==> config.mk <==
export PLATFORM = sky130hd
export DESIGN_NAME = rplt_cell
export DESIGN_NICKNAME = d
export VERILOG_FILES = /design/src/rplt_pkg.sv /design/src/rplt_cell.sv
export SDC_FILE = /design/constraint.sdc
export NUM_CORES = 1
export LEC_CHECK = 0
export BUFFER_PORTS_ARGS = -buffer_cell sky130_fd_sc_hd__buf_2
export CORE_AREA = 2 2 289 291
export CTS_CLUSTER_DIAMETER = 50
export DETAILED_ROUTE_END_ITERATION = 7
export DIE_AREA = 0 0 291 293
export PLACE_DENSITY_LB_ADDON = 0.08
export SLEW_MARGIN = 5
export SYNTH_ARGS = -nofsm -noshare
export SYNTH_HDL_FRONTEND = slang
export SYNTH_SLANG_ARGS = --single-unit
==> constraint.sdc <==
create_clock -name clk -period 4.8 [get_ports clk]
set_clock_uncertainty 0.2 [all_clocks]
set_input_delay 0.72 -clock clk [delete_from_list [all_inputs] [get_ports clk]]
set_output_delay 0.72 -clock clk [all_outputs]
set_load 0.1 [all_outputs]
==> src/rplt_pkg.sv <==
// Package for the route prefix lookup table: table depth, derived widths,
// status and operation codes, and the route and search token types.
// Depends on nothing; every other file of the block imports it.
package rplt_pkg;

	localparam int ROUTE_DEPTH = 64;
	localparam int IDX_W = (ROUTE_DEPTH > 1) ? $clog2(ROUTE_DEPTH) : 1;
	localparam int CNT_W = $clog2(ROUTE_DEPTH + 1);
	localparam int ENTRY_INDEX_W = 6;

	localparam logic [1:0] FUNC_ADD = 2'd0;
	localparam logic [1:0] FUNC_REMOVE = 2'd1;
	localparam logic [1:0] FUNC_LOOKUP = 2'd2;

	localparam logic [1:0] STATUS_OK = 2'd0;
	localparam logic [1:0] STATUS_FULL = 2'd1;
	localparam logic [1:0] STATUS_NOT_FOUND = 2'd2;

	typedef enum logic {
		S_IDLE,
		S_SCAN
	} state_t;

	typedef struct packed {
		logic [31:0] dest;
		logic [31:0] mask;
		logic [31:0] hop;
		logic [31:0] metric;
	} route_t;

	// Search token that walks the cell row, one cell per cycle.
	typedef struct packed {
		logic             valid;
		logic             is_remove;
		logic [31:0]      key;
		logic [31:0]      key_mask;
		logic             found;
		logic [IDX_W-1:0] best_idx;
		logic [31:0]      win_mask;
		logic [31:0]      win_metric;
		logic [31:0]      best_hop;
	} token_t;

endpackage

==> src/rplt_cell.sv <==
// One cell of the route table: holds a single route and updates the search
// token that passes through it. Depends on rplt_pkg.
module rplt_cell (
	input  logic                  clk,
	input  logic                  arst_n,
	input  logic [rplt_pkg::IDX_W-1:0] cell_idx,
	input  logic                  live,
	input  logic                  wr_en,
	input  rplt_pkg::route_t      wr_route,
	input  logic                  shift_en,
	input  rplt_pkg::route_t      nbr_route,
	input  rplt_pkg::token_t      tok_in,
	output rplt_pkg::token_t      tok_out,
	output rplt_pkg::route_t      route
);
	import rplt_pkg::*;

	route_t route_q;
	token_t tok_q;
	logic   valid_q;
	token_t tok_next;
	logic   remove_hit;
	logic   prefix_hit;
	logic   better;

	always_ff @(posedge clk) begin
		if (wr_en) begin
			route_q <= wr_route;
		end else if (shift_en) begin
			route_q <= nbr_route;
		end
	end

	always_comb begin
		remove_hit = tok_in.is_remove && live && !tok_in.found &&
			(route_q.dest == tok_in.key) && (route_q.mask == tok_in.key_mask);
		prefix_hit = !tok_in.is_remove && live &&
			(((tok_in.key ^ route_q.dest) & route_q.mask) == 32'd0);
		better = !tok_in.found || (route_q.mask > tok_in.win_mask) ||
			((route_q.mask == tok_in.win_mask) && (route_q.metric < tok_in.win_metric));
		tok_next = tok_in;
		if (remove_hit || (prefix_hit && better)) begin
			tok_next.found = 1'b1;
			tok_next.best_idx = cell_idx;
			tok_next.win_mask = route_q.mask;
			tok_next.win_metric = route_q.metric;
			tok_next.best_hop = route_q.hop;
		end
	end

	always_ff @(posedge clk or negedge arst_n) begin
		if (!arst_n) begin
			valid_q <= 1'b0;
		end else begin
			valid_q <= tok_in.valid;
		end
	end

	always_ff @(posedge clk) begin
		tok_q <= tok_next;
	end

	// Only the valid bit of the token is reset; the payload follows it.
	always_comb begin
		tok_out = tok_q;
		tok_out.valid = valid_q;
	end

	assign route = route_q;

endmodule
# Word-level counts from Yosys, hierarchy flattened
# Index checks and enable logic that the tools add are counted.
# W data, S select, Z words.
word_totals:
  elab_cells: 38
  output_inout_bits: 297
  ff_bits: 297
classes:
  muxes: 3
  magnitude_cmp: 2
  reduce_logical: 15
  eq_ne: 3
  n_bitwise: 2
ops:
  columns: ["cell", "n"]
  rows:
  - ["$mux W128", 2]
  - ["$mux W102", 1]
  - ["$eq A32 B32 Y1", 3]
  - ["$and A32 B32 Y32", 1]
  - ["$gt A32 B32 Y1", 1]
  - ["$logic_not A32 Y1", 1]
  - ["$lt A32 B32 Y1", 1]
  - ["$xor A32 B32 Y32", 1]
  - ["$logic_and A1 B1 Y1", 8]
  - ["$logic_or A1 B1 Y1", 3]
  - ["$logic_not A1 Y1", 2]
  - ["$reduce_bool A2 Y1", 1]

# Logic depth before layout (Yosys ltp)
# Gate-level depths: netlist of run 1.
depth:
  ltp_word: 7
  ltp_mapped: 11
  depth_no_buf: 9

# Worst setup path before layout of run 1
# No wires, ideal clock.
synth_path:
  path_type: "in2reg"
  startpoint: "in wr_en"
  endpoint: "reg route_q (netlist bit route[0]) (enable)"
  required_ns: 4.167
  setup_time_ns: 0.433
  t_arrival_ns: 3.064
  setup_slack_ns: 1.103
  path_buffers: 2
  cell_stages: 3
  path_cell_list: "clkbuf_1 -> buf_1 -> or2_2"
synth_via:
  elab_chain_len: 1
synth_lines:
  columns: ["element", "line_no", "text"]
  rows:
  - ["start: declaration", "rplt_cell.sv:8", "input logic wr_en,"]
  - ["$reduce_bool A2 Y1 (no source line)", null, null]
  - ["end signal: assignment", "rplt_cell.sv:28", "route_q <= wr_route;"]
  - ["end signal: assignment", "rplt_cell.sv:30", "route_q <= nbr_route;"]
  - ["end: declaration", "rplt_cell.sv:18", "route_t route_q;"]
# Every way passes these cells.
# A chain may end at the register's enable or synchronous reset.

==> reports/results.ini, run 1 <==
[status]
status=complete, no violations

[clock_tree]
root_buffer=clkbuf_16
holdBufCountCts=21
cts_buffers=58
clk_pin_slew_worst_paths_ps=50
post_cts.repair.setup_buffers=0
cts_sinks=297
ctsResizeCount=0
htreeDepth=2
cts_tree=built
clk_path_buf_depth=3
clock_latency_ps=600

[worst_hold_path]
hold_path.class=in -> reg

[routing]
wl_per_cell_um=22.48
drt_iter0_drc=313
wl_um=63580
viasPerCell=3.667
drc=0
postRouteAntennaNets=0
first_pass_iters=5
routed-via-count=10375

[worst_setup_path]
crit_path_start_kind=register
cp_max_fo=21
crit_required_ps=5070
critPathArrivalTime_ps=4610
crit_type=reg -> reg
worstSetupEndpointType=register
rrSetupSlack_ps=460

[floorplanning]
rows=105
initial_core_util_pct=15.25
die_w_um=291
io_pins=733
fp.coreArea_mm2=0.08185
die-area_mm2=0.08526
die_h_um=293

[logic_synthesis]
synth_cell_types=41
synthTopCellsByArea=edfxtp_1 (31%), dfxtp_1 (27%), mux2_2 (14%), mux2_1 (7.2%), ha_1 (6.3%)
yosysWarnings=0
yosysTopAreaCell=edfxtp_1
ys_ff_latch=297
syn_area_mm2=0.01248
synth-edff-count=128
synth_top_area_share_pct=30.79
postSynth.asyncResetShare_pct=0.3367
synthFlopType=dfxtp_1
syn_nets=1398
syn_avg_cell_area_um2=13.88
ys_seq_area_share_pct=57.94
syn_inst=899

[sta]
max_slew_margin_pct=34.32
rsz0062_at_grt=no
period_minus_slack_ps=4338
max_freq_ghz=0.2305
finalCritPeriodShare_pct=90.37
hold_viol=0
setup_violations=0
tightest_slew_ps=985.2
drv_slew=0
hold_ws_ps=56.57
fin_tns_setup_ps=0

[placement]
place_congestion=0.8247
hpwl_um=51730
placed_area_mm2=0.01752
port_buffers=732

[power_and_ir_drop]
switching_share_pct=37.44
p_seq_share_pct=31.2
leakage_nw=9.072
ir_worst_vdd_mv=0.2146
p_per_area_mw_per_mm2=492.1
power.share.clock_pct=43.3
intPower_w=0.006085
p_comb_share_pct=25.4
switchingPower_w=0.003642

[final_layout]
final_core_util_pct=24.15
fillers=8893
ff_latch_area_mm2=0.007232
syn2layout_area_growth_pct=58.36
final_cell_mix=buf_2 (731), dfxtp_1 (168), mux2_2 (150)
multi_input_area_mm2=0.004845
layout_commonest_cell=buf_2
num-nets-final=2202
drive_gt1_share_pct=57.05
final_cell_area_mm2=0.01977

[global_routing]
grt_pass1_vias=11401
grt_pass1_wl_um=87080
antenna_found_initial=14
gr-total-overflow=0
grt_start_max_net_pins=129
grt_usage_pct=14.49

[flow_run]
drv_cap=0

[flip-flops by register name, summed over array words and instances, names as in the netlist]
| name | cells |
|---|---|
| tok_out | 168 |
| route | 128 |
| valid_q | 1 |
[through the flow]
stage / total power (W) / setup slack (ps) / instances
floorplan: 0.004836 / 1103 / 899
global placement: 0.005600 / 279.8 / 2692
detailed placement: 0.005591 / 303.1 / 2692
CTS: 0.009917 / 399.7 / 2823
global route: 0.01015 / 253.2 / 2826
finish: 0.009727 / 462.3 / 2829
[routing by layer]
| metal | track usage (%) | part of all wire [%] |
|---|---|---|
| met3 | 5.174 | 8.2 |
| met2 | 26.92 | 53 |
| met4 | 4.322 | 2.4 |
| met1 | 15.23 | 37 |
| met5 | 0 | 0.14 |
[Yosys cell counts (5+ instances only)]
| cell | number |
|---|---|
| dfxtp_1 | 168 |
| mux2_2 | 150 |
| edfxtp_1 | 128 |
| mux2_1 | 80 |
| inv_1 | 66 |
| ha_1 | 63 |
| xor2_1 | 62 |
| nand2_1 | 27 |
| a21oi_1 | 22 |
| a22oi_1 | 15 |
| nor4_1 | 15 |
| clkbuf_1 | 13 |
| nand4_1 | 11 |
| o21ai_0 | 11 |
| nor2_1 | 9 |
| buf_6 | 8 |
| a21o_1 | 6 |
| and4_1 | 5 |
| nand3_1 | 5 |
[path summary, 6_finish.rpt]
| path | from | endpoint | cells after the start |
|---|---|---|---|
| worst max-delay path | route[78] | tok_out[89] | 10 |
| worst min-delay path | tok_in[118] | tok_out[118] | 1 |
| worst max register to register | route[78] | tok_out[89] | 10 |
| worst min register to register | route[56] | tok_out[24] | 1 |
| max in group asynchronous | arst_n | valid_q | 2 |
| min in group asynchronous | arst_n | valid_q | 2 |
[power by group through the flow]
stage	Clock (W)	Combinational (W)	Sequential (W)
6_report	0.00421	0.00247	0.00304
5_1_grt	0.00448	0.00259	0.00307
4_1_cts	0.00435	0.00251	0.00305
3_5_place_dp	0	0.00249	0.00310
3_3_place_gp	0	0.00250	0.00310
2_1_floorplan	0	0.000378	0.00446
[layout make-up]
cell class,instances,share of cell area [%]
repair buffers,770,20.59
flip-flops and latches,297,36.59
inverters,66,1.253
multi-input cells,510,24.51
clock inverters,36,1.867
diodes,6,0.07596
well taps,1070,6.773
clock buffers,74,8.343
[logic make-up after synthesis]
logic type                 synth area share [%]
DFF                                       57.94
AOI/OAI and AO/OA                         3.599
and+or+nand+nor                           3.579
xor gates and xnor gates                  4.491
adders and majority gates                 6.315
muxes                                     20.75
buffers and inverters                     3.328
[critical path: stages (launching register included)]
cell,delay (ps)
edfxtp_1,610
ha_1,420
nand4_1,180
or4_1,580
nor2_1,420
o22ai_1,170
nor3_1,710
a21oi_4,110
buf_12,200
buf_4,230
mux2_1,350
Note: power is estimated with default switching activity, not from simulation.
==> inputs of run 2 (changes only) <==
--- a/config.mk
+++ b/config.mk
@@ -10,7 +10,7 @@
 export CTS_CLUSTER_DIAMETER = 50
 export DETAILED_ROUTE_END_ITERATION = 7
 export DIE_AREA = 0 0 291 293
-export PLACE_DENSITY_LB_ADDON = 0.08
+export PLACE_DENSITY = 0.37
 export SLEW_MARGIN = 5
 export SYNTH_ARGS = -nofsm -noshare
 export SYNTH_HDL_FRONTEND = slang
==> run 2 against run 1 <==
Compared with the run above:
- combinational power barely moved
- die area did not move
- wire length fell by 4.8%
- global-route usage fell by 0.83 points
- sequential share of layout area rose by 0.42 points
- clock power fell by 7.6%
- maximum frequency fell by 4.7%
- via count rose by 0.61%
- clock-buffer cell count fell by 8
- highest routed layer unchanged
- first-iteration DRC count rose by 2.2%
- largest cell class unchanged
- hold slack got worse by 16 ps
- cell count fell by 0.67%
==> reports/results.ini, run 2 (same netlist as run 1, synthesis figures left out) <==
[status]
status=complete, no violations

[routing]
wl_um=60510  ; -4.8%
postRouteAntennaNets=0  ; unchanged
drt_iter0_drc=320  ; +2.2%
viasPerCell=3.715  ; +1.3%
wl_per_cell_um=21.53  ; -4.2%
first_pass_iters=4  ; -1
routed-via-count=10438  ; +0.61%
drc=0  ; unchanged

[sta]
setup_violations=0  ; unchanged
max_freq_ghz=0.2197  ; -4.7%
finalCritPeriodShare_pct=94.82  ; +4.5 points
max_slew_margin_pct=28.54  ; -5.8 points
tightest_slew_ps=1072  ; +86.73 ps
hold_ws_ps=40.40  ; -16.18 ps
hold_viol=0  ; unchanged
period_minus_slack_ps=4551  ; +213.7 ps
drv_slew=0  ; unchanged

[worst_setup_path]
critPathArrivalTime_ps=4830  ; +220 ps
crit_type=reg -> reg
rrSetupSlack_ps=250  ; -210 ps
crit_path_start_kind=register
crit_required_ps=5080  ; about the same
r2r-start=route[75]
cp_max_fo=24  ; +14%
worstSetupEndpointType=register
startpoint=route[75]

[power_and_ir_drop]
p_seq_share_pct=32.1  ; +0.9 points
switchingPower_w=0.003602  ; -1.1%
switching_share_pct=38.27  ; +0.83 points
intPower_w=0.005812  ; -4.5%
p_comb_share_pct=26.6  ; +1.2 points
p_per_area_mw_per_mm2=481.8  ; -2.1%
leakage_nw=8.981  ; -1.0%
power.share.clock_pct=41.3  ; -2.0 points
ir_worst_vdd_mv=0.2431  ; +13%

[final_layout]
final_cell_area_mm2=0.01954  ; -1.1%
num-nets-final=2193  ; -0.41%
syn2layout_area_growth_pct=56.56
final_cell_mix=buf_2 (731), dfxtp_1 (168), mux2_2 (150)
layout_commonest_cell=buf_2
drive_gt1_share_pct=57.13  ; +0.090 points
largest_reg_flops=168  ; unchanged

[worst_hold_path]
hold_path.class=in -> reg
min-delay-start=tok_in[131]

[clock_tree]
cts_tree=built
htreeDepth=2  ; unchanged
cts_buffers=52  ; -10%
clock_latency_ps=610  ; about the same
clk_path_buf_depth=3  ; unchanged
clk_pin_slew_worst_paths_ps=50  ; about the same
root_buffer=clkbuf_16
post_cts.repair.setup_buffers=0  ; unchanged
cts_sinks=297  ; unchanged

[global_routing]
grt_usage_pct=13.66  ; -0.83 points
grt_start_max_net_pins=72  ; -44%
grt_pass1_wl_um=83280  ; -4.4%
gr-total-overflow=0  ; unchanged
antenna_found_initial=14  ; unchanged
grt_pass1_vias=11514  ; +0.99%

[floorplanning]
die_h_um=293  ; unchanged
die_w_um=291  ; unchanged
fp.coreArea_mm2=0.08185  ; unchanged
die-area_mm2=0.08526  ; unchanged
rows=105  ; unchanged
initial_core_util_pct=15.25  ; unchanged
io_pins=733  ; unchanged

[placement]
port_buffers=732  ; unchanged
placed_area_mm2=0.01757  ; +0.24%
hpwl_um=49490  ; -4.3%
place_congestion=0.8591  ; +4.2%

[flow_run]
drv_cap=0  ; unchanged

==> run 2: cell count changes in the layout (fill, tap and decap cells not counted), sizes merged <==
cell / before / now
buf: 749 / 753
bufinv: 5 / 6
clkbuf: 74 / 66
clkinv: 17 / 14
clkinvlp: 6 / 1
diode: 6 / 2
dlygate4sd3: 21 / 14
inv: 74 / 77
==> run 2: critical path: stages (launching register included) <==
cell,delay [ps]
edfxtp_1,510
ha_1,380
nand4_1,320
or4_1,610
nor2_1,540
a311oi_1,110
nor3_1,820
a21oi_4,130
buf_12,220
buf_4,230
mux2_1,330
==> run 2: what timing repair did <==
item	in CTS	in global routing
hold buffers	14	0
endpoints found under the hold margin	14	0
resized for setup	0	0
==> run 2: cell type report <==
cell class              instances  area [µm²]
multi-input cells             510        4845
clock buffers                  66        1404
diodes                          2       5.005
flip-flops and latches        297        7232
repair buffers                767        4043
fillers                      8819       62310
inverters                      66       247.7
clock inverters                32       426.7
well taps                    1070        1339
==> run 2: power by group through the flow <==
| stage | clock (W) | sequential, W | combinational, W |
|---|---|---|---|
| 6_report | 0.00389 | 0.00303 | 0.00250 |
| 5_1_grt | 0.00411 | 0.00305 | 0.00261 |
| 4_1_cts | 0.00403 | 0.00303 | 0.00254 |
| 3_5_place_dp | 0 | 0.00308 | 0.00252 |
| 3_3_place_gp | 0 | 0.00308 | 0.00252 |
| 2_1_floorplan | 0 | 0.00446 | 0.000378 |
==> run 2: metrics by stage <==
stage / setup TNS [ps] / setup WS [ps] / total power [W] / util [%] / std cells
CTS: 0 / 187.8 / 0.009599 / 23.87 / 2808
global placement: -2981 / -83.19 / 0.005604 / 21.46 / 2696
floorplan: 0 / 1103 / 0.004836 / - / 899
detailed placement: -2939 / -89.16 / 0.005603 / 21.46 / 2696
global route: -1.023 / -1.023 / 0.009774 / 23.87 / 2809
finish: 0 / 248.6 / 0.009414 / 23.88 / 2810
==> run 2: metal layers <==
layer  wire length (µm)  vias up  global-route usage [%]  part of all wire [%]
met5                111        -                       0                  0.18
met4               1362       18                   3.993                   2.3
met3               4725       94                   4.675                   7.8
met2              31080      462                   24.87                    51
met1              23230     4967                   14.93                    38
li1                   -     4897                       -                     -
==> run 2: final timing paths <==
kind,endpoint,cells after the start
worst max-delay path,tok_out[22],10
worst max register to register,tok_out[22],10
min in group asynchronous,valid_q,2
worst min-delay path,tok_out[131],1
worst min register to register,tok_out[21],1
max in group asynchronous,valid_q,2
==> inputs of run 3 (changes only) <==
--- a/config.mk
+++ b/config.mk
@@ -6,11 +6,11 @@
 export NUM_CORES = 1
 export LEC_CHECK = 0
 export BUFFER_PORTS_ARGS = -buffer_cell sky130_fd_sc_hd__buf_2
-export CORE_AREA = 2 2 289 291
+export CORE_AREA = 2 2 286 288
 export CTS_CLUSTER_DIAMETER = 50
 export DETAILED_ROUTE_END_ITERATION = 7
-export DIE_AREA = 0 0 291 293
-export PLACE_DENSITY = 0.37
+export DIE_AREA = 0 0 288 290
+export PLACE_DENSITY = 0.38
 export SLEW_MARGIN = 5
 export SYNTH_ARGS = -nofsm -noshare
 export SYNTH_HDL_FRONTEND = slang
==> run 3 against run 2 <==
Compared with the run above:
- hold slack improved by 17 ps
- sequential power barely moved
- design area fell by 1.0%
- via count fell by 0.68%
- clock power fell by 5%
- first-iteration DRC count fell by 4.7%
- non-clock buffer count fell by 9
- combinational power fell by 2%
- sequential cell count did not move
- maximum frequency rose by 5.6%
- cell count fell by 0.57%
- utilization rose by 0.25 points
- critical path type unchanged
- largest cell class unchanged
- largest power group unchanged
- highest routed layer unchanged
==> reports/results.ini, run 3 (same netlist as run 1, synthesis figures left out) <==
[worst_setup_path]
critPathArrivalTime_ps=4560  ; -270 ps
crit_required_ps=5050  ; -30 ps
cp_max_fo=36  ; +50%
worstSetupEndpointType=register
crit_type=reg -> reg
crit_path_start_kind=register

[global_routing]
grt_start_max_net_pins=129  ; +79%
gr-total-overflow=0  ; unchanged
antenna_found_initial=10  ; -4
grt_usage_pct=13.60  ; -0.056 points
grt_pass1_wl_um=81470  ; -2.2%
grt_pass1_vias=11342  ; -1.5%

[floorplanning]
io_pins=733  ; unchanged
die_w_um=288  ; -1.0%
fp.coreArea_mm2=0.08016  ; -2.1%
rows=104  ; -0.95%
initial_core_util_pct=15.57  ; +0.32 points
die_h_um=290  ; -1.0%
die-area_mm2=0.08352  ; -2.0%

[routing]
drt_iter0_drc=305  ; -4.7%
wl_per_cell_um=21.09  ; -2.1%
routed-via-count=10367  ; -0.68%
wl_um=58930  ; -2.6%
viasPerCell=3.710  ; -0.11%
drc=0  ; unchanged
postRouteAntennaNets=0  ; unchanged
first_pass_iters=4  ; unchanged

[final_layout]
final_cell_mix=buf_2 (731), dfxtp_1 (168), mux2_2 (150)
layout_commonest_cell=buf_2
fillers=8706  ; -1.3%
num-nets-final=2186  ; -0.32%
ff_latch_area_mm2=0.007232  ; unchanged
final_cell_area_mm2=0.01934  ; -1.0%
largest_reg_flops=168  ; unchanged
multi_input_area_mm2=0.004845  ; unchanged
syn2layout_area_growth_pct=54.93
drive_gt1_share_pct=57.97  ; +0.83 points

[clock_tree]
clk_path_buf_depth=3  ; unchanged
ctsResizeCount=0  ; unchanged
cts_sinks=297  ; unchanged
cts_buffers=54  ; +3.8%
clock_latency_ps=590  ; -20 ps
post_cts.repair.setup_buffers=0  ; unchanged
cts_tree=built
root_buffer=clkbuf_16
clk_pin_slew_worst_paths_ps=60  ; about the same
htreeDepth=2  ; unchanged
holdBufCountCts=1  ; -13

[power_and_ir_drop]
leakage_nw=8.897  ; -0.94%
ir_worst_vdd_mv=0.2153  ; -11%
p_per_area_mw_per_mm2=476.4  ; -1.1%

[sta]
tightest_slew_ps=950.6  ; -121.3 ps
rsz0062_at_grt=no
finalCritPeriodShare_pct=89.81  ; -5.0 points
period_minus_slack_ps=4311  ; -240.7 ps
fin_tns_setup_ps=0  ; unchanged
max_freq_ghz=0.2320  ; +5.6%
drv_slew=0  ; unchanged
hold_viol=0  ; unchanged
setup_violations=0  ; unchanged
max_slew_margin_pct=36.63  ; +8.1 points

[placement]
place_congestion=0.8524  ; -0.78%
port_buffers=732  ; unchanged
placed_area_mm2=0.01756  ; about the same
hpwl_um=48510  ; -2.0%

[status]
status=complete, no violations

[flow_run]
drv_cap=0  ; unchanged

[worst_hold_path]
hold_path.class=in -> reg

[run 3: final timing paths]
| kind | end | slack, ps | depth (start not counted) | startpoint |
|---|---|---|---|---|
| max | tok_out[38] | 490 | 10 | route[67] |
| min | tok_out[153] | 60 | 1 | tok_in[153] |
| max reg2reg | tok_out[38] | 490 | 10 | route[67] |
| min reg2reg | tok_out[11] | 290 | 1 | route[43] |
| max in group asynchronous | valid_q | 4060 | 2 | arst_n |
| min in group asynchronous | valid_q | 250 | 2 | arst_n |
[run 3: report_power, final]
part	internal, W	leakage [nW]	switching, W	total (W)
clock	0.00224	0.850	0.00147	0.00371
sequential	0.00286	2.73	0.000181	0.00305
combinational	0.000507	5.31	0.00195	0.00246
total	0.00561	8.90	0.00360	0.00921
[run 3: routing by layer]
| layer | GRT usage [%] | part of all wire (%) |
|---|---|---|
| met5 | 0 | 0.061 |
| met4 | 3.159 | 1.9 |
| met3 | 3.836 | 7.1 |
| met2 | 25.25 | 52 |
| met1 | 15.15 | 39 |
[run 3: metrics by stage]
step           total power, W  instances  hold WS, ps  setup slack [ps]  util (%)
6_report             0.009213       2794        57.07             489.3     24.13
3_3_place_gp         0.005595       2690        278.0             171.7     21.90
2_1_floorplan        0.004836        899        224.4              1103         -
5_1_grt              0.009570       2793        21.33             74.61     24.12
3_5_place_dp         0.005593       2690        282.6             180.9     21.90
4_1_cts              0.009380       2792        8.610             240.5     24.12
[run 3: area by class of cell]
class	instances	share of cell area [%]
clock buffers	66	7.648
multi-input cells	510	25.05
clock inverters	35	1.482
inverters	66	1.281
repair buffers	758	20.26
diodes	2	0.02588
well taps	1060	6.858
flip-flops and latches	297	37.40
[run 3: critical path, stage by stage (launching register included)]
cell,delay [ps]
edfxtp_1,610
ha_1,430
nand4_1,300
or4_1,530
nor2_1,420
o22ai_1,150
nor3_1,600
a21oi_4,120
buf_12,210
buf_12,170
mux2_1,360
